**config.mk**
```make
export PLATFORM = sky130hd
export DESIGN_NAME = gwsp_ram
export DESIGN_NICKNAME = d
export VERILOG_FILES = /design/src/rtl/gwsp_ram.sv
export SDC_FILE = /design/constraint.sdc
export NUM_CORES = 1
export LEC_CHECK = 0
export BUFFER_PORTS_ARGS = -buffer_cell sky130_fd_sc_hd__buf_2
export CAP_MARGIN = 30
export CORE_UTILIZATION = 45
export CTS_BUF_LIST = sky130_fd_sc_hd__clkbuf_4 sky130_fd_sc_hd__clkbuf_8
export DETAILED_ROUTE_END_ITERATION = 8
export GPL_ROUTABILITY_DRIVEN = 1
export PLACE_DENSITY_LB_ADDON = 0.1
export SLEW_MARGIN = 20
export SYNTH_ARGS = -nofsm -noshare
export SYNTH_HDL_FRONTEND = slang
export SYNTH_SLANG_ARGS = --single-unit
```
**constraint.sdc**
```tcl
create_clock -name clk_i -period 2.1 [get_ports clk_i]
set_input_delay 0.42 -clock clk_i [delete_from_list [all_inputs] [get_ports clk_i]]
set_output_delay 0.42 -clock clk_i [all_outputs]
set_load 0.01 [all_outputs]
```
**src/rtl/gwsp_ram.sv**
```systemverilog
// ----------------------------------------------------------------------------
// gwsp_ram
// Generic RAM with one write port and one registered read port.
// ----------------------------------------------------------------------------
module gwsp_ram #(
  parameter int WIDTH = 8,
  parameter int DEPTH = 16
) (
  input  logic                                   clk_i,
  input  logic                                   we_i,
  input  logic [(DEPTH > 1 ? $clog2(DEPTH) : 1)-1:0] waddr_i,
  input  logic [WIDTH-1:0]                       wdata_i,
  input  logic [(DEPTH > 1 ? $clog2(DEPTH) : 1)-1:0] raddr_i,
  output logic [WIDTH-1:0]                       rdata_o
);

  logic [WIDTH-1:0] mem_q [DEPTH];

  always_ff @(posedge clk_i) begin
    if (we_i) begin
      mem_q[waddr_i] <= wdata_i;
    end
    rdata_o <= mem_q[raddr_i];
  end

endmodule

```
### Word-level counts from Yosys, hierarchy flattened

Memory sizes are Yosys's and may differ from the RTL's. A register that Yosys moved wholly into a read port is not among the register bits.
Index checks and enable logic that the tools add are counted.

* mux-type cells: 2

Operators by type and width (count)
* $mux W1: 2

* input bits: 18
* memory bits (writable): 128
* memories: 1
* logic and storage cells: 3
* flip-flop bits (word level): 0

Memories
* mem_q: depth 16, bits a word 8, read ports 1, clocked after memory_dff 1, write ports 1, line 17 `logic [WIDTH-1:0] mem_q [DEPTH];`

### Logic depth before layout (Yosys ltp)

* word-level depth: 2
* depth in mapped cells: 5

### Worst setup path before layout

OpenSTA, ideal clock, no wires.

* kind: input to register
* start point: in waddr_i[2] (netlist name)
* end point: mem mem_q[0][0] (enable)
* library setup time: 0.383 ns
* arrival time: 1.530 ns
* buffers on the path: 0
* required time: 1.717 ns
* stages: 2
* slack: 0.187 ns
* path through: or3b_2 -> nor3_1

RTL lines
* start, declared: line 11 `input logic [(DEPTH > 1 ? $clog2(DEPTH) : 1)-1:0] waddr_i,`
* end, declared: line 17

Straight into the memory's write port.

==> impl_metrics.tcl <==
set metrics [dict create \
    status "finished clean" \
    portBuffers 25 \
    yosys_warnings 0 \
    gp_congestion 0.7088 \
    tightest_slew_ns 0.3913 \
    place_area_um2 5552 \
    synth_seq_cells 136 \
    drc 0 \
    peakVddDrop_uv 575.8 \
    netlist_instances 229 \
    cts.sinks 136 \
    grt_pass1_vias 2412 \
    setup.worst_path.end "rdata_o[3]$_DFF_P_" \
    cts_setup_buffers 0 \
    startpoint_type "primary input" \
    setup_viol_count_final 0 \
    drt_iter0_markers 156 \
    cts_resized 0 \
    end_kind "flip-flop" \
    clk_pin_slew_ns 0.08 \
    layout.nets 303 \
    post-route-util 0.5414 \
    min_period_ns 1.461 \
    yosysUniqueCellTypes 19 \
    slew-limit-headroom 0.7391 \
    worst_r2r_endpoint "rdata_o[1]$_DFF_P_" \
    cts_tree "done" \
    antenna_found_initial 0 \
    ant_nets 0 \
    cts_buffers 17 \
    dieArea_um2 11870 \
    die_w_um 109.0 \
    drt-wirelength-per-cell_um 21.21 \
    setup_tns_ns 0 \
    path_max_fanout 32 \
    fin_skew_ns 0.01053 \
    leakagePower_uw 0.002010 \
    hp-class "primary input to flip-flop" \
    start_util 0.4687 \
    hold_viol 0 \
    slew_viol_final 0 \
    grt_usage 0.1773 \
    vias 2349 \
    maxCapViolCount 0 \
    required_ns 2.40 \
    cp-startpoint "raddr_i[0]" \
    postLayoutCellArea_um2 5946 \
    period_share 0.6957 \
    grt_start_max_net_pins 33 \
    seq_area_frac_synth 0.7778 \
    drive_gt1_frac 0.3188 \
    firstDrtPassIters 4 \
    timing_worst_setup_path_type "primary input to flip-flop" \
    io_pins 26 \
    rows 38 \
    routed_wl_mm 9.290 \
    synthToLayoutAreaGrowth_pct 15.51 \
    dp_slack_ns 0.1787 \
    antenna_cells 0 \
    rsz0062_at_grt "no" \
    hold_ws_ns 0.3723 \
    clockBufferDepth 2 \
    grt-ovfl-total 0 \
    vias_per_cell 5.363 \
    power_density_nw_per_um2 914.8 \
    avgSynthCellArea_um2 22.48 \
    cp.arrival_ns 1.76 \
    r2r_cells 3 \
    grt_pass1_wl_mm 14.18 \
    die_h_um 109.0 \
    hold_buffers 0 \
    clock_tree.root_cell "clkbuf_8" \
    core_um2 10980 \
    dpl.hpwl_mm 5.893 \
    ff2ff_setup_slack_ns 0.73 \
    synth_nets 247 \
    r2r_start "mem_q[1][1]$_DFFE_PP_" \
    h-tree-depth 4 \
    fin_ws_ns 0.6391 \
    insertion_delay_ns 0.43 \
    syn_area_um2 5147 \
    max_freq_mhz 684.5 \
]
## layout by cell type (no fill, tap or decap), types with 2 or more instances in the layout
cell | synthesis | routed
nand2_1 | 9 | 9
nor2_1 | 13 | 13
buf_12 | 0 | 2
edfxtp_1 | 128 | 128
mux4_1 | 14 | 14
a22oi_1 | 16 | 16
nor3_1 | 4 | 4
bufinv_16 | 0 | 3
clkinv_1 | 0 | 3
dfxtp_1 | 8 | 8
clkbuf_8 | 0 | 17
mux4_2 | 18 | 18
clkinvlp_4 | 0 | 4
clkinv_2 | 0 | 4
nand2b_1 | 2 | 2
buf_4 | 1 | 20
nand3b_1 | 2 | 2
buf_2 | 3 | 25
## synthesized netlist by cell type
cell type	count	area (um^2)
edfxtp_1	128	3844
mux4_2	18	405.4
a22oi_1	16	120.1
mux4_1	14	367.9
nor2_1	13	48.80
nand2_1	9	33.78
dfxtp_1	8	160.2
nor3_1	4	20.02
buf_2	3	15.01
buf_6	3	33.78
clkdlybuf4s25_2	3	30.03
nand2b_1	2	12.51
nand3b_1	2	15.01
and2_1	1	6.260
and2b_1	1	7.510
buf_4	1	7.510
nand3_1	1	5.000
nor2b_1	1	6.260
or3b_2	1	8.760
## worst max-delay path: stages
cell	delay, ns
buf_2	0.10
buf_12	0.24
mux4_1	0.58
a22oi_1	0.30
nand2_1	0.09
## layer usage
layer	global-route usage	wire (um)
met1	0.2458	4348
met2	0.2664	4386
met3	0.05798	486
met4	0.05792	68
met5	0	0
## registers in the layout, summed over array words and instances (netlist names)
name,cells
mem_q,128
rdata_o,8
## logic make-up after synthesis
| logic type | after synthesis | synth area share |
|---|---|---|
| flops | 136 | 0.7778 |
| simple gates | 35 | 0.03184 |
| mux | 32 | 0.1502 |
| compound gates | 16 | 0.02334 |
| buf+inv | 10 | 0.01677 |
## cell type report
cell class | instances | area, um^2
Timing Repair Buffer | 47 | 315.3
Multi-Input combinational cell | 83 | 1057
Sequential cell | 136 | 4004
Tap cell | 140 | 175.2
Clock buffer | 17 | 234.0
Clock inverter | 15 | 160.2
Fill cell | 824 | 5037
## metrics by stage
step	power [uW]	std cells
floorplan	3267	229
detailed placement	3395	406
CTS	5495	438
global route	5635	438
finish	5439	438
global placement	3391	406
## worst min-delay path by stage
stage	cells after the start	endpoint	start
final	1	mem_q[13][0]$_DFFE_PP_	wdata_i[0]
after global routing	1	mem_q[0][0]$_DFFE_PP_	wdata_i[0]
after CTS	1	mem_q[15][0]$_DFFE_PP_	wdata_i[0]
after detailed placement	3	rdata_o[1]$_DFF_P_	mem_q[11][1]$_DFFE_PP_
after global placement	3	rdata_o[3]$_DFF_P_	mem_q[14][3]$_DFFE_PP_
after floorplan	0	mem_q[0][0]$_DFFE_PP_	wdata_i[0]
## power breakdown
part           total [uW]  internal (uW)  switching [uW]
clock network        2110           1150             958
registers            3050           3030            15.4
logic                 283            124             159
total                5440           4310            1130
No activity file was read; power rests on OpenSTA's default activity.
